`src/hw/rtl/sexpr_tokenizer_unit_macros.svh`:
```
// Assertion macros for the S-expression tokenizer.
`ifndef SEXPR_TOKENIZER_UNIT_MACROS_SVH
`define SEXPR_TOKENIZER_UNIT_MACROS_SVH

// same-cycle implication, disabled in reset
`define SXT_ASSERT_NOW(lbl, clk, rst_n, ante, cons) \
	lbl: assert property (@(posedge clk) disable iff (!(rst_n)) (ante) |-> (cons)) \
		else $error("tokenizer assertion failed");

// next-cycle implication, disabled in reset
`define SXT_ASSERT_NEXT(lbl, clk, rst_n, ante, cons) \
	lbl: assert property (@(posedge clk) disable iff (!(rst_n)) (ante) |=> (cons)) \
		else $error("tokenizer assertion failed");

`endif

```
`src/hw/rtl/sxt_pkg.sv`:
```
// Shared types and constants for the S-expression tokenizer.
package sxt_pkg;

	typedef enum logic [3:0] {
		KIND_END     = 4'd0,
		KIND_TAG     = 4'd1,
		KIND_SYMBOL  = 4'd2,
		KIND_INTEGER = 4'd3,
		KIND_STRING  = 4'd4,
		KIND_OPEN    = 4'd5,
		KIND_CLOSE   = 4'd6,
		KIND_QUOTE   = 4'd7,
		KIND_UNTERM  = 4'd8
	} sxt_kind_t;

	typedef enum logic [4:0] {
		MODE_IDLE    = 5'b00001,
		MODE_COMMENT = 5'b00010,
		MODE_STRING  = 5'b00100,
		MODE_TAG     = 5'b01000,
		MODE_WORD    = 5'b10000
	} sxt_mode_t;

	typedef struct packed {
		logic not_empty;
		logic full;
	} sxt_qstat_t;

	localparam int KIND_W      = 4;
	localparam int QUEUE_DEPTH = 4;

	localparam logic [7:0] CH_NUL    = 8'h00;
	localparam logic [7:0] CH_TAB    = 8'h09;
	localparam logic [7:0] CH_LF     = 8'h0A;
	localparam logic [7:0] CH_CR     = 8'h0D;
	localparam logic [7:0] CH_SPACE  = 8'h20;
	localparam logic [7:0] CH_DQUOTE = 8'h22;
	localparam logic [7:0] CH_HASH   = 8'h23;
	localparam logic [7:0] CH_APOS   = 8'h27;
	localparam logic [7:0] CH_LPAR   = 8'h28;
	localparam logic [7:0] CH_RPAR   = 8'h29;
	localparam logic [7:0] CH_PLUS   = 8'h2B;
	localparam logic [7:0] CH_MINUS  = 8'h2D;
	localparam logic [7:0] CH_ZERO   = 8'h30;
	localparam logic [7:0] CH_NINE   = 8'h39;
	localparam logic [7:0] CH_SEMI   = 8'h3B;

endpackage

```
`src/hw/rtl/sxt_front.sv`:
```
// Front end: position tracking, scan mode and token classification per byte.
module sxt_front import sxt_pkg::*; #(
	parameter int LINE_BITS   = 16,
	parameter int LENGTH_BITS = 8,
	parameter int TOK_W       = KIND_W + 2 * LINE_BITS + LENGTH_BITS,
	parameter int PAIR_W      = 2 * TOK_W + 1
) (
	input  logic              clk,
	input  logic              arst_n,
	input  logic              accept,
	input  logic [7:0]        char_in,
	output logic              wr_en,
	output logic [PAIR_W-1:0] wr_data
);

	sxt_mode_t              mode_q, mode_n;
	logic [LINE_BITS-1:0]   line_q, line_n, col_q, col_n;
	logic [LINE_BITS-1:0]   tl_q, tl_n, tc_q, tc_n;
	logic [LENGTH_BITS-1:0] len_q, len_n, len_inc;
	logic                   pre_q, pre_n, num_q, num_n, fd_q, fd_n;
	logic                   a_v, b_v, idle_pass;
	logic [TOK_W-1:0]       a_tok, b_tok;
	logic                   c_ws, c_dig, c_word;

	function automatic logic [TOK_W-1:0] mk_tok(input sxt_kind_t kind,
			input logic [LINE_BITS-1:0] ln, input logic [LINE_BITS-1:0] col,
			input logic [LENGTH_BITS-1:0] len);
		mk_tok = {kind, ln, col, len};
	endfunction

	assign c_ws   = (char_in == CH_SPACE) || (char_in >= CH_TAB && char_in <= CH_CR);
	assign c_dig  = (char_in >= CH_ZERO) && (char_in <= CH_NINE);
	assign c_word = (char_in != CH_NUL) && (char_in != CH_LPAR) && (char_in != CH_RPAR) &&
		(char_in != CH_DQUOTE) && (char_in != CH_APOS) && !c_ws;
	assign len_inc = (len_q != '1) ? len_q + LENGTH_BITS'(1) : len_q;

	always_comb begin
		line_n = line_q;
		col_n  = col_q;
		pre_n  = pre_q;
		if (char_in == CH_LF) begin
			if (line_q != '1) line_n = line_q + LINE_BITS'(1);
			col_n = '0;
			pre_n = 1'b0;
		end else if (pre_q) begin
			col_n = '0;
			pre_n = 1'b0;
		end else if (col_q != '1) begin
			col_n = col_q + LINE_BITS'(1);
		end

		mode_n = mode_q;
		tl_n = tl_q;
		tc_n = tc_q;
		len_n = len_q;
		num_n = num_q;
		fd_n = fd_q;
		a_v = 1'b0;
		a_tok = '0;
		b_v = 1'b0;
		b_tok = '0;
		idle_pass = 1'b0;

		unique case (mode_q)
			MODE_COMMENT: begin
				if (char_in == CH_LF) begin
					mode_n = MODE_IDLE;
				end else if (char_in == CH_NUL) begin
					a_v = 1'b1;
					a_tok = mk_tok(KIND_UNTERM, tl_q, tc_q, '0);
					b_v = 1'b1;
					b_tok = mk_tok(KIND_END, line_n, col_n, '0);
					mode_n = MODE_IDLE;
				end
			end
			MODE_STRING: begin
				if (char_in == CH_DQUOTE) begin
					len_n = len_inc;
					a_v = 1'b1;
					a_tok = mk_tok(KIND_STRING, tl_q, tc_q, len_inc);
					mode_n = MODE_IDLE;
				end else if (char_in == CH_NUL) begin
					a_v = 1'b1;
					a_tok = mk_tok(KIND_UNTERM, tl_q, tc_q, len_q);
					b_v = 1'b1;
					b_tok = mk_tok(KIND_END, line_n, col_n, '0);
					mode_n = MODE_IDLE;
				end else begin
					len_n = len_inc;
				end
			end
			MODE_TAG: begin
				if (c_word) begin
					len_n = len_inc;
				end else begin
					a_v = 1'b1;
					a_tok = mk_tok(KIND_TAG, tl_q, tc_q, len_q);
					mode_n = MODE_IDLE;
					idle_pass = 1'b1;
				end
			end
			MODE_WORD: begin
				if (c_word) begin
					len_n = len_inc;
					if (!c_dig) num_n = 1'b0;
				end else begin
					a_v = 1'b1;
					a_tok = mk_tok(((len_q == LENGTH_BITS'(1)) ? fd_q : num_q) ?
						KIND_INTEGER : KIND_SYMBOL, tl_q, tc_q, len_q);
					mode_n = MODE_IDLE;
					idle_pass = 1'b1;
				end
			end
			default: begin
				mode_n = MODE_IDLE;
				idle_pass = 1'b1;
			end
		endcase

		if (idle_pass && !c_ws) begin
			if (char_in == CH_NUL) begin
				b_v = 1'b1;
				b_tok = mk_tok(KIND_END, line_n, col_n, '0);
			end else if (char_in == CH_SEMI) begin
				tl_n = line_n;
				tc_n = col_n;
				len_n = '0;
				mode_n = MODE_COMMENT;
			end else if (char_in == CH_APOS) begin
				b_v = 1'b1;
				b_tok = mk_tok(KIND_QUOTE, line_n, col_n, LENGTH_BITS'(1));
			end else if (char_in == CH_LPAR) begin
				b_v = 1'b1;
				b_tok = mk_tok(KIND_OPEN, line_n, col_n, LENGTH_BITS'(1));
			end else if (char_in == CH_RPAR) begin
				b_v = 1'b1;
				b_tok = mk_tok(KIND_CLOSE, line_n, col_n, LENGTH_BITS'(1));
			end else begin
				tl_n = line_n;
				tc_n = col_n;
				len_n = LENGTH_BITS'(1);
				if (char_in == CH_DQUOTE) begin
					mode_n = MODE_STRING;
				end else if (char_in == CH_HASH) begin
					mode_n = MODE_TAG;
				end else begin
					fd_n = c_dig;
					num_n = c_dig || (char_in == CH_PLUS) || (char_in == CH_MINUS);
					mode_n = MODE_WORD;
				end
			end
		end
	end

	// pair layout: {has_second, second, first}
	assign wr_en   = accept && (a_v || b_v);
	assign wr_data = a_v ? {b_v, b_tok, a_tok} : {1'b0, {TOK_W{1'b0}}, b_tok};

	always_ff @(posedge clk or negedge arst_n) begin
		if (!arst_n) begin
			mode_q <= MODE_IDLE;
			line_q <= LINE_BITS'(1);
			col_q  <= '1;
			pre_q  <= 1'b1;
			tl_q   <= LINE_BITS'(1);
			tc_q   <= '0;
			len_q  <= '0;
			num_q  <= 1'b0;
			fd_q   <= 1'b0;
		end else if (accept) begin
			mode_q <= mode_n;
			line_q <= line_n;
			col_q  <= col_n;
			pre_q  <= pre_n;
			tl_q   <= tl_n;
			tc_q   <= tc_n;
			len_q  <= len_n;
			num_q  <= num_n;
			fd_q   <= fd_n;
		end
	end

endmodule

```
`src/hw/rtl/sxt_queue.sv`:
```
// Short queue of token pairs between front and back end.
module sxt_queue import sxt_pkg::*; #(
	parameter int WIDTH = 8
) (
	input  logic             clk,
	input  logic             arst_n,
	input  logic             wr_en,
	input  logic [WIDTH-1:0] wr_data,
	input  logic             rd_en,
	output logic [WIDTH-1:0] rd_data,
	output sxt_qstat_t       stat
);

	localparam int PTR_W = $clog2(QUEUE_DEPTH);

	logic [WIDTH-1:0] mem_q [QUEUE_DEPTH];
	logic [PTR_W-1:0] wp_q, rp_q;
	logic [PTR_W:0]   cnt_q;
	logic             do_wr, do_rd;

	assign stat.not_empty = (cnt_q != '0);
	assign stat.full      = (cnt_q == (PTR_W + 1)'(QUEUE_DEPTH));
	assign do_wr   = wr_en && !stat.full;
	assign do_rd   = rd_en && stat.not_empty;
	assign rd_data = mem_q[rp_q];

	always_ff @(posedge clk) begin
		if (do_wr) mem_q[wp_q] <= wr_data;
	end

	always_ff @(posedge clk or negedge arst_n) begin
		if (!arst_n) begin
			wp_q  <= '0;
			rp_q  <= '0;
			cnt_q <= '0;
		end else begin
			if (do_wr) wp_q <= wp_q + PTR_W'(1);
			if (do_rd) rp_q <= rp_q + PTR_W'(1);
			if (do_wr && !do_rd) cnt_q <= cnt_q + (PTR_W + 1)'(1);
			else if (do_rd && !do_wr) cnt_q <= cnt_q - (PTR_W + 1)'(1);
		end
	end

endmodule

```
`src/hw/rtl/sxt_back.sv`:
```
// Back end: output register that hands out the tokens of each pair one by one.
module sxt_back import sxt_pkg::*; #(
	parameter int LINE_BITS   = 16,
	parameter int LENGTH_BITS = 8,
	parameter int TOK_W       = KIND_W + 2 * LINE_BITS + LENGTH_BITS,
	parameter int PAIR_W      = 2 * TOK_W + 1
) (
	input  logic                   clk,
	input  logic                   arst_n,
	input  logic [PAIR_W-1:0]      head,
	input  sxt_qstat_t             qstat,
	output logic                   q_pop,
	input  logic                   pop,
	output logic                   empty,
	output logic [KIND_W-1:0]      token_kind,
	output logic [LINE_BITS-1:0]   start_line,
	output logic [LINE_BITS-1:0]   start_column,
	output logic [LENGTH_BITS-1:0] token_length,
	output logic                   last_of_run
);

	logic [PAIR_W-1:0] ent_q;
	logic              valid_q, sel_q;
	logic              taken, has2, step_second, done;
	logic [TOK_W-1:0]  tok;

	assign has2        = ent_q[PAIR_W-1];
	assign taken       = valid_q && pop;
	assign step_second = taken && !sel_q && has2;
	assign done        = !valid_q || (taken && !step_second);
	assign q_pop       = done && qstat.not_empty;

	assign tok          = sel_q ? ent_q[2*TOK_W-1:TOK_W] : ent_q[TOK_W-1:0];
	assign empty        = !valid_q;
	assign token_kind   = tok[TOK_W-1 -: KIND_W];
	assign start_line   = tok[2*LINE_BITS+LENGTH_BITS-1 -: LINE_BITS];
	assign start_column = tok[LINE_BITS+LENGTH_BITS-1 -: LINE_BITS];
	assign token_length = tok[LENGTH_BITS-1:0];
	assign last_of_run  = sel_q || !has2;

	always_ff @(posedge clk) begin
		if (q_pop) ent_q <= head;
	end

	always_ff @(posedge clk or negedge arst_n) begin
		if (!arst_n) begin
			valid_q <= 1'b0;
			sel_q   <= 1'b0;
		end else if (step_second) begin
			sel_q <= 1'b1;
		end else if (done) begin
			valid_q <= qstat.not_empty;
			sel_q   <= 1'b0;
		end
	end

endmodule

```
`src/hw/rtl/sexpr_tokenizer_unit.sv`:
```
// A byte's tokens pass through the pair queue and then the output register.
// Throughput: one byte per cycle while full is low; two-token bytes need two pops.
// Front end scans combinationally; a four-pair queue and the output register decouple.
// full rises only when the pair queue holds four pending pairs.
// arst_n low clears scan state, queue, output; first byte is at line 1, column 0.
`include "sexpr_tokenizer_unit_macros.svh"

module sexpr_tokenizer_unit import sxt_pkg::*; #(
	parameter int LINE_BITS   = 16,
	parameter int LENGTH_BITS = 8
) (
	input  logic                   clk,
	input  logic                   arst_n,
	input  logic                   push,
	output logic                   full,
	input  logic [7:0]             char_in,
	output logic                   empty,
	input  logic                   pop,
	output logic [KIND_W-1:0]      token_kind,
	output logic [LINE_BITS-1:0]   start_line,
	output logic [LINE_BITS-1:0]   start_column,
	output logic [LENGTH_BITS-1:0] token_length,
	output logic                   last_of_run
);

	localparam int TOK_W  = KIND_W + 2 * LINE_BITS + LENGTH_BITS;
	localparam int PAIR_W = 2 * TOK_W + 1;

	logic              accept, wr_en, q_pop;
	logic [PAIR_W-1:0] wr_data, head;
	sxt_qstat_t        qstat;

	assign full   = qstat.full;
	assign accept = push && !qstat.full;

	sxt_front #(
		.LINE_BITS(LINE_BITS), .LENGTH_BITS(LENGTH_BITS), .TOK_W(TOK_W), .PAIR_W(PAIR_W)
	) u_front (
		.clk(clk), .arst_n(arst_n), .accept(accept), .char_in(char_in),
		.wr_en(wr_en), .wr_data(wr_data)
	);

	sxt_queue #(.WIDTH(PAIR_W)) u_queue (
		.clk(clk), .arst_n(arst_n), .wr_en(wr_en), .wr_data(wr_data),
		.rd_en(q_pop), .rd_data(head), .stat(qstat)
	);

	sxt_back #(
		.LINE_BITS(LINE_BITS), .LENGTH_BITS(LENGTH_BITS), .TOK_W(TOK_W), .PAIR_W(PAIR_W)
	) u_back (
		.clk(clk), .arst_n(arst_n), .head(head), .qstat(qstat), .q_pop(q_pop),
		.pop(pop), .empty(empty), .token_kind(token_kind), .start_line(start_line),
		.start_column(start_column), .token_length(token_length),
		.last_of_run(last_of_run)
	);

	`SXT_ASSERT_NOW(a_kind_range, clk, arst_n, !empty, token_kind <= KIND_UNTERM)
	`SXT_ASSERT_NOW(a_end_len, clk, arst_n, !empty && token_kind == KIND_END, token_length == '0)
	`SXT_ASSERT_NOW(a_line_nonzero, clk, arst_n, !empty, start_line != '0)
	`SXT_ASSERT_NEXT(a_second_follows, clk, arst_n, !empty && pop && !last_of_run, !empty)

endmodule
```
`config.mk`:
```
export PLATFORM = sky130hd
export DESIGN_NAME = sexpr_tokenizer_unit
export DESIGN_NICKNAME = d
export VERILOG_FILES = /design/src/hw/rtl/sxt_pkg.sv /design/src/hw/rtl/sxt_front.sv /design/src/hw/rtl/sxt_queue.sv /design/src/hw/rtl/sxt_back.sv /design/src/hw/rtl/sexpr_tokenizer_unit.sv
export VERILOG_INCLUDE_DIRS = /design/src /design/src/hw/rtl
export SDC_FILE = /design/constraint.sdc
export NUM_CORES = 1
export LEC_CHECK = 0
export ABC_AREA = 1
export BUFFER_PORTS_ARGS = -buffer_cell sky130_fd_sc_hd__buf_2
export CORE_ASPECT_RATIO = 1.4
export CORE_MARGIN = 8
export CORE_UTILIZATION = 57
export DETAILED_ROUTE_END_ITERATION = 8
export HOLD_SLACK_MARGIN = 0.1
export PLACE_DENSITY = 0.78
export SLEW_MARGIN = 20
export SYNTH_ARGS = -nofsm -noshare
export SYNTH_HDL_FRONTEND = slang
export SYNTH_HIERARCHICAL = 1
export SYNTH_SLANG_ARGS = --single-unit
```
`constraint.sdc`:
```
create_clock -name clk -period 10.6 [get_ports clk]
set_input_delay 2.12 -clock clk [delete_from_list [all_inputs] [get_ports clk]]
set_output_delay 2.12 -clock clk [all_outputs]
set_load 0.005 [all_outputs]
```
==> metrics.yaml, run 1 <==
critical_path:
  ff2ff_path_depth: 13
  worst_r2r_endpoint: "u_queue/mem_q[0][47]$_DFFE_PP_"
  path_max_fanout: 65
  crit-reg2reg-launch: "u_front/mode_q[1]$_DFFE_PN0P_"
  worstSetupPathType: "in2reg"
  critPathCaptureType: "register"
  arrival_ns: 6.99
  start_kind: "primary input"
  cp.required_ns: 10.77
  reg2reg_slack_ns: 5.34
placement:
  hpwl_um: 32100
  gp_congestion: 0.849
  portBuffers: 58
sta:
  finClkSkew_ns: 0.0109
  slew_viol_final: 0
  post-route-min-period_ns: 6.81
  fin_crit_sh_pct: 64.3
  setup_viol: 0
  final_hold_viol_count: 0
  max_freq_mhz: 147
  tightestPinTransition_ns: 1.17
  rsz0062_at_grt: "no"
  finalSetupTns_ns: 0
  slew_headroom_pct: 21.4
clock_network:
  post_cts_buffers: 0
  clockBufferDepth: 3
  cts_buffers: 47
  ctsResizeCount: 0
  cts_tree: "built"
  clock_insertion_delay_worst_skew_ns: 0.56
  clkTransAtPathRegs_ns: 0.07
  cts.sinks: 534
  holdBufCountCts: 0
  cts_max_level: 2
  root_buffer: "clkbuf_16"
worst_hold_path:
  min_to: "u_front/pre_q$_DFFE_PN1P_"
  holdCritStartpoint: "u_front/pre_q$_DFFE_PN1P_"
  hp-class: "reg2reg"
  hold_depth: 2
power:
  cellPowerDensity_nw_per_um2: 249
  ir_worst_vdd_mv: 0.148
  power_w: 0.00656
  total_leakage_power_nw: 11.0
global_route:
  use_met2_pct: 38.3
  grtUsageMet3_pct: 2.75
  grt_max_degree: 235
  grt.busiest_layer: "met2"
  grt_antenna_before_repair: 0
  overflow: 0
  grt_pass1_vias: 15969
  grt_pass1_wl_um: 82400
  grt_util_all_layers_pct: 21.0
  use_met1_pct: 25.1
drt:
  drc_errors: 0
  drtIter0Drc: 1374
  dr.pass1.iters: 6
  viasPerCell: 5.55
  ant_nets: 0
  via_count: 16217
  wire_per_inst_um: 17.8
  wirelength_um: 52100
synth:
  async_flop_share_pct: 16.7
  synth_top_family_by_area: "simple AND/OR/NAND/NOR gates"
  synth.distinct_cells: 51
  yosysSeqAreaShare_pct: 64.4
  yosys_warnings: 6
  ys.flop_type: "edfxtp_1"
  yosys.area_share.adder_pct: 0.547
  ys_seq_elements: 534
  synth_xor_area_share_pct: 0.542
  syn_inst: 2319
  syn_area_um2: 24200
  synth.avg_cell_area_um2: 10.5
  synthMuxAreaShare_pct: 0
  synth_compound_area_share_pct: 8.56
  synth_edf_count: 445
  synth-simple-area-share_pct: 17.8
die:
  die_w_um: 190
  io_pins: 59
  num_rows: 89
  fp.dieH_um: 260
  fp.dieArea_um2: 49500
  core_region_area_um2: 42100
  start_util_pct: 57.6
finish:
  fillerInstances: 3194
  seqCellArea_um2: 15600
  nets: 2362
  multi_input_area_um2: 6720
  drive_gt1_share_pct: 9.46
  area_delta_synth_final_pct: 8.60
  post-route-util_pct: 62.5
  num_antenna_cells: 0
run:
  drv_cap: 0
outcome:
  outcome: "complete, no violations"
==> metal layers <==
metal	wire (um)	up-vias	share of wire, %
li1	-	7817	-
met1	20600	7784	40
met4	1480	0	2.8
met5	0	-	0
met3	2980	109	5.7
met2	27000	507	52
==> synth_stat cells, types with 6 or more instances <==
master / instances / share of area (%)
a21oi_1: 18 / 0.37
and3_1: 7 / 0.18
buf_2: 32 / 0.66
buf_4: 29 / 0.90
buf_6: 38 / 1.8
clkbuf_1: 14 / 0.22
dfrtp_1: 69 / 7.1
dfstp_2: 20 / 2.2
edfxtp_1: 445 / 55
ha_1: 9 / 0.46
inv_1: 282 / 4.4
inv_2: 6 / 0.093
nand2_1: 781 / 12
nand3_1: 77 / 1.6
nand3b_1: 6 / 0.19
nand4_1: 18 / 0.46
nor2_1: 100 / 1.5
nor2_2: 8 / 0.21
nor3_1: 17 / 0.35
o211ai_1: 188 / 5.8
o21ai_0: 70 / 1.4
o21ai_1: 16 / 0.33
xor2_1: 11 / 0.40
==> area by class of cell <==
cell class / count / share of cell area [%]
Multi-Input combinational cell: 1385 / 25.5
Tap cell: 546 / 2.60
Clock inverter: 26 / 1.43
Inverter: 290 / 4.22
Sequential cell: 534 / 59.3
Timing Repair Buffer: 82 / 1.83
Clock buffer: 61 / 5.07
==> worst max-delay path by stage <==
| stage | start | endpoint | cells past startpoint |
|---|---|---|---|
| 2_1_floorplan | char_in[7] | u_queue/mem_q[0][0]$_DFFE_PP_ | 14 |
| 3_3_place_gp | char_in[0] | u_queue/mem_q[0][46]$_DFFE_PP_ | 16 |
| 3_5_place_dp | char_in[7] | u_queue/mem_q[0][6]$_DFFE_PP_ | 16 |
| 4_1_cts | char_in[7] | u_queue/mem_q[0][50]$_DFFE_PP_ | 16 |
| 5_1_grt | char_in[3] | u_queue/mem_q[0][87]$_DFFE_PP_ | 16 |
| 6_report | char_in[0] | u_queue/mem_q[0][47]$_DFFE_PP_ | 16 |
==> power by group <==
group / leakage [nW] / switching, W / internal [W]
sequential: 5.63 / 0.000168 / 0.00269
combinational: 4.58 / 0.00130 / 0.000558
clock: 0.828 / 0.000736 / 0.00111
==> through the flow <==
step	cell area [um^2]	worst slack, ns	hold WS (ns)	std cells
after global routing	26300	3.47	0.490	2924
after detailed placement	24600	3.26	0.447	2837
after floorplan	24300	2.78	0.434	2326
final	26300	3.79	0.460	2924
after CTS	26300	3.84	0.460	2924
after global placement	24600	3.37	0.446	2837
==> critical path: stages <==
cell and delay (ns):
buf_2 0.13, nor2_1 0.18, nand2_1 0.16, nor2_4 0.33, nor2_1 0.15, nand3_4 0.19, nand2_4 0.12, nand2_2 0.10
nor2_4 0.03, buf_4 0.30, inv_2 0.86, o21ai_1 0.16, inv_1 0.13, nand2_1 0.28, nor2_4 0.70, buf_4 0.87
==> logic make-up (layout without fill, tap and decap cells) <==
group / after synthesis / count (layout)
flip-flops: 534 / 534
AND/OR/NAND/NOR: 1042 / 1042
other: 1 / 8
AO/OA/AOI/OAI: 310 / 310
buffers and inverters: 407 / 459
XOR/XNOR: 15 / 15
adder cells (fa/ha/maj): 10 / 10
==> placed cells by master, fill, tap and decap left out, types with 8 or more instances in the layout <==
master     instances
nand2_1          781
edfxtp_1         445
inv_1            282
o211ai_1         188
nor2_1            96
nand3_1           77
o21ai_0           70
dfrtp_1           67
buf_2             57
clkbuf_16         51
buf_4             23
dfstp_2           20
nand4_1           18
a21oi_1           18
nor3_1            17
o21ai_1           16
xor2_1            11
nor2_4            10
bufinv_16          9
ha_1               9
clkbuf_1           8
conb_1             8
==> sequential cells by signal, summed over array words and instances (netlist names), 2 cells and up <==
| signal | flops |
|---|---|
| u_front/col_q | 16 |
| u_back/ent_q | 89 |
| u_front/tc_q | 16 |
| u_front/len_q | 8 |
| u_front/tl_q | 16 |
| u_queue/mem_q | 356 |
| u_front/line_q | 16 |
| u_queue/cnt_q | 3 |
| u_queue/wp_q | 2 |
| u_front/mode_q | 5 |
| u_queue/rp_q | 2 |
Note: power is estimated with default switching activity, not from simulation.
==> run 2: changes to the inputs <==
--- a/config.mk
+++ b/config.mk
@@ -13,7 +13,7 @@
 export CORE_UTILIZATION = 57
 export DETAILED_ROUTE_END_ITERATION = 8
 export HOLD_SLACK_MARGIN = 0.1
-export PLACE_DENSITY = 0.78
+export PLACE_DENSITY = 0.81
 export SLEW_MARGIN = 20
 export SYNTH_ARGS = -nofsm -noshare
 export SYNTH_HDL_FRONTEND = slang
==> constraint.sdc (replaced) <==
create_clock -name clk -period 5.7 [get_ports clk]
set_input_delay 1.14 -clock clk [delete_from_list [all_inputs] [get_ports clk]]
set_output_delay 1.14 -clock clk [all_outputs]
set_load 0.005 [all_outputs]
==> metrics.yaml, run 2 (synthesis gave the netlist of run 1 again) <==
drt:
  wirelength_um: 52800  # was 52,100 um
  wl_met2_um: 27500  # was 27,000 um
  route.met3.wl_um: 3310  # was 2980 um
  drtIter0Drc: 1658  # was 1,374
  viasPerCell: 5.59  # was 5.55
  wire_per_inst_um: 18.0  # was 17.8 um
  via_count: 16360  # was 16,217
  dr.max_layer_used: "met5"  # was met4
  ant_nets: 0  # unchanged
  drc_errors: 0  # unchanged
  m1WireLength_um: 20200  # was 20,600 um
  dr.pass1.iters: 6  # unchanged
clock_network:
  cts_tree: "built"  # unchanged
  post_cts_buffers: 0  # unchanged
  cts_max_level: 2  # unchanged
  cts.sinks: 534  # unchanged
  clockBufferDepth: 3  # unchanged
  holdBufCountCts: 0  # unchanged
  clock_insertion_delay_worst_skew_ns: 0.57  # was 0.56 ns
  cts_buffers: 48  # was 47
  clkTransAtPathRegs_ns: 0.06  # was 0.07 ns
  root_buffer: "clkbuf_16"  # unchanged
  ctsResizeCount: 0  # unchanged
finish:
  area_delta_synth_final_pct: 8.42  # was 8.60%
  num_antenna_cells: 0  # unchanged
  layout_common_cells: "nand2_1 (781), edfxtp_1 (445), inv_1 (282)"  # unchanged
  drive_gt1_share_pct: 9.24  # was 9.46%
  stdcell_count: 2926  # was 2,924
  top_regs: "u_queue/mem_q (356), u_back/ent_q (89)"  # unchanged
  nets: 2362  # unchanged
  largest_reg_flops: 356  # unchanged
  regMostFlops: "u_queue/mem_q"  # unchanged
  fillerInstances: 3158  # was 3,194
  final_common_cell: "nand2_1"  # unchanged
sta:
  slew_headroom_pct: 29.8  # was 21.4%
  rsz0062_at_grt: "no"  # unchanged
  max_freq_mhz: 255
  slew_viol_final: 0  # unchanged
  finalSetupTns_ns: 0  # unchanged
  setup_viol: 0  # unchanged
  fin_crit_sh_pct: 68.9
  post-route-min-period_ns: 3.93
  final_hold_viol_count: 0  # unchanged
  tightestPinTransition_ns: 1.05  # was 1.17 ns
  finClkSkew_ns: 0.0177  # was 0.0109 ns
global_route:
  grt_pass1_vias: 16300  # was 15,969
  grt_util_all_layers_pct: 21.1  # was 21.0%
  grt_antenna_before_repair: 1  # was 0
  grt_max_degree: 185  # was 235
  overflow: 0  # unchanged
  grt_pass1_wl_um: 83100  # was 82,400 um
power:
  pwr-share-clk_pct: 27.2  # was 28.2%
  p_comb_share_pct: 28.4  # was 28.3%
  ir_worst_vdd_mv: 0.388  # was 0.148 mV
  switchingPower_w: 0.00411  # was 0.00220 W
  seq_power_share_pct: 44.4  # was 43.5%
  cellPowerDensity_nw_per_um2: 457  # was 249 nW/um^2
  power_w: 0.0120  # was 0.00656 W
  p_int_w: 0.00790  # was 0.00436 W
  swShare_pct: 34.2  # was 33.5%
  total_leakage_power_nw: 11.0  # about the same
die:
  fp.dieH_um: 260  # unchanged
  fp.dieArea_um2: 49500  # unchanged
  start_util_pct: 57.6  # unchanged
  io_pins: 59  # unchanged
  num_rows: 89  # unchanged
  core_region_area_um2: 42100  # unchanged
  die_w_um: 190  # unchanged
placement:
  placedCellCount: 2836  # was 2,837
  portBuffers: 58  # unchanged
  hpwl_um: 31600  # was 32,100 um
  gp_congestion: 0.875  # was 0.849
critical_path:
  cp.required_ns: 5.95  # was 10.77 ns
  start_kind: "primary input"  # unchanged
  critPathSlowestCell: "nor2_4"  # was buf_4
  path_max_fanout: 17  # was 65
  crit_path_frequent_cell: "nand2_1"  # was nor2_4
  critPathCaptureType: "register"  # unchanged
  crit_chain: "buf_2 -> nor2_1 -> nand2_1 -> nor2_4 -> nor2_1 -> nand3_4 -> nand2_4 -> nand2_4 -> nand3_2 -> nand2_1 -> o21ai_1 -> inv_1 -> nand2_1 -> nor2_4 -> buf_4"  # was buf_2 -> nor2_1 -> nand2_1 -> nor2_4 -> nor2_1 -> nand3_4 -> nand2_4 -> nand2_2 -> nor2_4 -> buf_4 -> inv_2 -> o21ai_1 -> inv_1 -> nand2_1 -> nor2_4 -> buf_4
  worstSetupPathType: "in2reg"  # unchanged
  cpPeakStageDelay_ns: 0.63  # was 0.87 ns
  arrival_ns: 4.18  # was 6.99 ns
run:
  drv_cap: 0  # unchanged
outcome:
  outcome: "complete, no violations"  # unchanged
worst_hold_path:
  hp-class: "reg2reg"  # unchanged
## run 2: path summary, 6_finish.rpt
kind	startpoint	end	slack, ns	depth (start not counted)
max in group asynchronous	arst_n	u_front/tl_q[2]$_DFFE_PN0P_	4.01	2
hold reg to reg	u_front/pre_q$_DFFE_PN1P_	u_front/pre_q$_DFFE_PN1P_	0.46	2
setup reg to reg	u_front/mode_q[0]$_DFFE_PN1P_	u_queue/mem_q[3][65]$_DFFE_PP_	1.92	13
setup / recovery	char_in[7]	u_queue/mem_q[3][65]$_DFFE_PP_	1.77	15
min in group asynchronous	arst_n	u_front/len_q[1]$_DFFE_PN0P_	0.59	1
hold / removal	u_front/pre_q$_DFFE_PN1P_	u_front/pre_q$_DFFE_PN1P_	0.46	2
## run 2: layout make-up
class,instances,area (um^2),area share [%]
Clock inverter,21,246,0.938
Tap cell,546,683,2.60
Clock buffer,69,1350,5.14
Timing Repair Buffer,81,553,2.10
Sequential cell,534,15600,59.4
Multi-Input combinational cell,1385,6720,25.6
Inverter,290,1110,4.21
## run 2: per-layer routing
metal  vias up  track usage (%)
li1       7810                -
met1      7838             24.9
met2       581             38.1
met3       129             2.83
met4         2             9.09
met5         -                0
## run 2: through the flow
stage	instance area (um^2)	utilization, %	hold slack [ns]	setup slack [ns]
4_1_cts	26300	62.4	0.457	1.79
2_1_floorplan	24300	-	0.434	-1.14
3_3_place_gp	24700	58.6	0.449	1.32
3_5_place_dp	24700	58.6	0.447	1.21
5_1_grt	26300	62.4	0.490	1.49
6_report	26300	62.4	0.459	1.77
## run 2: critical path: cells and delay by family
family                 cells  cell delay [ns]
AOI/OAI and AO/OA          1             0.06
buffers and inverters      3             0.55
and+or+nand+nor           11             2.41
## run 2: power by group through the flow
stage	combinational [W]	clock (W)	sequential (W)
4_1_cts	0.00344	0.00330	0.00533
6_report	0.00341	0.00326	0.00534
2_1_floorplan	0.00262	0	0.00528
5_1_grt	0.00382	0.00344	0.00540
3_5_place_dp	0.00342	0	0.00541
3_3_place_gp	0.00328	0	0.00539
==> run 3: changes to the inputs <==
--- a/config.mk
+++ b/config.mk
@@ -6,7 +6,7 @@
 export SDC_FILE = /design/constraint.sdc
 export NUM_CORES = 1
 export LEC_CHECK = 0
-export ABC_AREA = 1
+export ABC_AREA = 0
 export BUFFER_PORTS_ARGS = -buffer_cell sky130_fd_sc_hd__buf_2
 export CORE_ASPECT_RATIO = 1.4
 export CORE_MARGIN = 8
==> constraint.sdc (replaced) <==
create_clock -name clk -period 3.3 [get_ports clk]
set_input_delay 0.66 -clock clk [delete_from_list [all_inputs] [get_ports clk]]
set_output_delay 0.66 -clock clk [all_outputs]
set_load 0.005 [all_outputs]
==> metrics.yaml, run 3 <==
drt:
  route.met3.wl_um: 2090  # was 3310 um
  dr.pass1.iters: 5  # was 6
  m1WireLength_um: 17600  # was 20,200 um
  wirelength_um: 44500  # was 52,800 um
  ant_nets: 0  # unchanged
  drc_errors: 0  # unchanged
  drtIter0Drc: 950  # was 1,658
  wire_per_inst_um: 22.5  # was 18.0 um
  via_count: 11840  # was 16,360
  viasPerCell: 5.97  # was 5.59
  dr.max_layer_used: "met5"  # unchanged
  wl_met2_um: 23400  # was 27,500 um
synth:
  synth_edf_count: 445  # unchanged
  yosys_warnings: 6  # unchanged
  ys.flop_type: "edfxtp_1"  # unchanged
  syn_area_um2: 22400  # was 24,200 um^2
  async_flop_share_pct: 16.7  # unchanged
  syn_inst: 1292  # was 2,319
  ys_seq_elements: 534  # unchanged
  synthTopCellsByArea: "edfxtp_1 (60%), mux4_2 (8.9%), dfrtp_1 (7.7%)"  # was edfxtp_1 (55%), nand2_1 (12%), dfrtp_1 (7.1%)
  yosysSeqAreaShare_pct: 69.7  # was 64.4%
  ys_top_cells_by_count: "edfxtp_1 (445), mux4_2 (89), nor2_1 (74), dfrtp_1 (69), nand2_1 (65)"  # was nand2_1 (781), edfxtp_1 (445), inv_1 (282), o211ai_1 (188), nor2_1 (100)
  yosysTopAreaCell: "edfxtp_1"  # unchanged
  synth.avg_cell_area_um2: 17.3  # was 10.5 um^2
  synth_most_common_cell: "edfxtp_1"  # was nand2_1
  synth.top_cell.area_share_pct: 59.7  # was 55.1%
  synth.distinct_cells: 78  # was 51
power:
  total_leakage_power_nw: 9.06  # was 11.0 nW
  cellPowerDensity_nw_per_um2: 759  # was 457 nW/um^2
  ir_worst_vdd_mv: 0.560  # was 0.388 mV
sta:
  finalSetupTns_ns: 0  # unchanged
  rsz0062_at_grt: "no"  # unchanged
  tightestPinTransition_ns: 0.772  # was 1.05 ns
  timing.hold.ws_ns: 0.107  # was 0.459 ns
  post-route-min-period_ns: 2.98
  fin_crit_sh_pct: 90.2
  final_hold_viol_count: 0  # unchanged
  slew_headroom_pct: 48.1  # was 29.8%
  setup_viol: 0  # unchanged
  max_freq_mhz: 336
  finClkSkew_ns: 0.0273  # was 0.0177 ns
  slew_viol_final: 0  # unchanged
clock_network:
  cts_tree: "built"  # unchanged
  clock_insertion_delay_worst_skew_ns: 0.57  # about the same
  clkTransAtPathRegs_ns: 0.07  # was 0.06 ns
  clockBufferDepth: 3  # unchanged
  cts_max_level: 2  # unchanged
  post_cts_buffers: 0  # unchanged
  root_buffer: "clkbuf_16"  # unchanged
  holdBufCountCts: 0  # unchanged
  ctsResizeCount: 0  # unchanged
  cts.sinks: 534  # unchanged
  cts_buffers: 46  # was 48
critical_path:
  startpoint: "u_front/mode_q[1]$_DFFE_PN0P_"  # was char_in[7]
  ff2ff_path_depth: 12  # was 13
  arrival_ns: 3.47  # was 4.18 ns
  reg2reg_slack_ns: 0.32  # was 1.92 ns
  crit_end: "u_queue/cnt_q[2]$_DFFE_PN0P_"  # was u_queue/mem_q[3][65]$_DFFE_PP_
  cp.required_ns: 3.79  # was 5.95 ns
  critPathCaptureType: "register"  # unchanged
  worstSetupPathType: "reg2reg"  # was in2reg
  crit-reg2reg-launch: "u_front/mode_q[1]$_DFFE_PN0P_"  # was u_front/mode_q[0]$_DFFE_PN1P_
  worst_r2r_endpoint: "u_queue/cnt_q[2]$_DFFE_PN0P_"  # was u_queue/mem_q[3][65]$_DFFE_PP_
  start_kind: "register"  # was primary input
  path_max_fanout: 9  # was 17
die:
  fp.dieH_um: 251  # was 260 um
  die_w_um: 184  # was 190 um
  num_rows: 86  # was 89
  io_pins: 59  # unchanged
  core_region_area_um2: 39100  # was 42,100 um^2
  start_util_pct: 57.4  # was 57.6%
  fp.dieArea_um2: 46000  # was 49,500 um^2
finish:
  area_delta_synth_final_pct: 13.2  # was 8.42%
  regMostFlops: "u_queue/mem_q"  # unchanged
  top_regs: "u_queue/mem_q (356), u_back/ent_q (89)"  # unchanged
  largest_reg_flops: 356  # unchanged
  drive_gt1_share_pct: 30.2  # was 9.24%
  final_common_cell: "edfxtp_1"  # was nand2_1
  layout_common_cells: "edfxtp_1 (445), mux4_2 (89), nor2_1 (74)"  # was nand2_1 (781), edfxtp_1 (445), inv_1 (282)
  nets: 1439  # was 2,362
  num_antenna_cells: 0  # unchanged
  post-route-util_pct: 64.9  # was 62.4%
  stdcell_count: 1983  # was 2,926
run:
  drv_cap: 0  # unchanged
outcome:
  outcome: "complete, no violations"  # unchanged
placement:
  placedCellCount: 1897  # was 2,836
  hpwl_um: 27400  # was 31,600 um
  portBuffers: 58  # unchanged
  gp_congestion: 0.850  # was 0.875
global_route:
  grt_antenna_before_repair: 1  # unchanged
  grt_util_all_layers_pct: 19.7  # was 21.1%
  grt_pass1_wl_um: 70100  # was 83,100 um
  grt_pass1_vias: 12478  # was 16,300
  overflow: 0  # unchanged
  grt_max_degree: 91  # was 185
worst_hold_path:
  hp-class: "in2async"  # was reg2reg
-- run 3: worst min-delay path by stage --
stage | start | end | slack [ns] | cells past startpoint
floorplan | arst_n | u_back/sel_q$_DFFE_PN0P_ | 0.36 | 0
global placement | u_front/line_q[9]$_DFFE_PN0P_ | u_front/line_q[9]$_DFFE_PN0P_ | 0.46 | 1
detailed placement | u_front/line_q[9]$_DFFE_PN0P_ | u_front/line_q[9]$_DFFE_PN0P_ | 0.47 | 1
CTS | arst_n | u_front/mode_q[4]$_DFFE_PN0P_ | 0.11 | 1
global route | arst_n | u_front/mode_q[4]$_DFFE_PN0P_ | 0.13 | 1
finish | arst_n | u_front/mode_q[4]$_DFFE_PN0P_ | 0.11 | 1
-- run 3: power breakdown --
group / switching (W) / leakage, nW / internal (W)
clock: 0.00230 / 0.772 / 0.00316
combinational: 0.00228 / 2.83 / 0.00232
sequential: 0.000691 / 5.46 / 0.00850
total: 0.00528 / 9.06 / 0.0140
-- run 3: critical path, cell delays in order, from the launching register on --
cell     delay (ns)
dfrtp_1        0.47
or3_1          0.47
a21oi_1        0.37
a32o_2         0.24
nor2b_1        0.06
nor2_1         0.10
nor2b_2        0.18
ha_1           0.18
inv_1          0.05
fa_1           0.37
xor2_1         0.15
nor2_1         0.11
xor2_1         0.15
-- run 3: metrics by stage --
stage               area, um^2  power, W  worst slack (ns)
floorplan                22500    0.0126           -0.0245
global placement         23800    0.0138           -0.0426
detailed placement       23800    0.0140           -0.0207
CTS                      25400    0.0195             0.325
global route             25400    0.0201            0.0940
finish                   25400    0.0193             0.324
-- run 3: cell families (layout without fill, tap and decap cells) --
kind of cell,Yosys count,after routing,synth area share (%)
DFF,534,534,69.7
other,1,8,0.0167
AOI/OAI and AO/OA,144,144,4.28
buffers and inverters,87,243,2.70
adders and majority gates,10,10,0.592
muxes,183,183,14.1
xor gates and xnor gates,41,41,1.60
and+or+nand+nor,292,292,7.00
-- run 3: cell type report --
class	instances	area, um^2
clock buffer	57	1240
clock inverter	29	313
fill	2569	13700
inverter	14	52.6
multi-input combinational	678	6260
sequential	534	15600
tap	528	661
timing repair buffer	143	1220
-- run 3: layer usage --
layer  vias to the layer above  track usage (%)
li1                       5296                -
met1                      6110             24.4
met2                       338             34.7
met3                        94             2.78
met4                         2             7.43
met5                         -                0
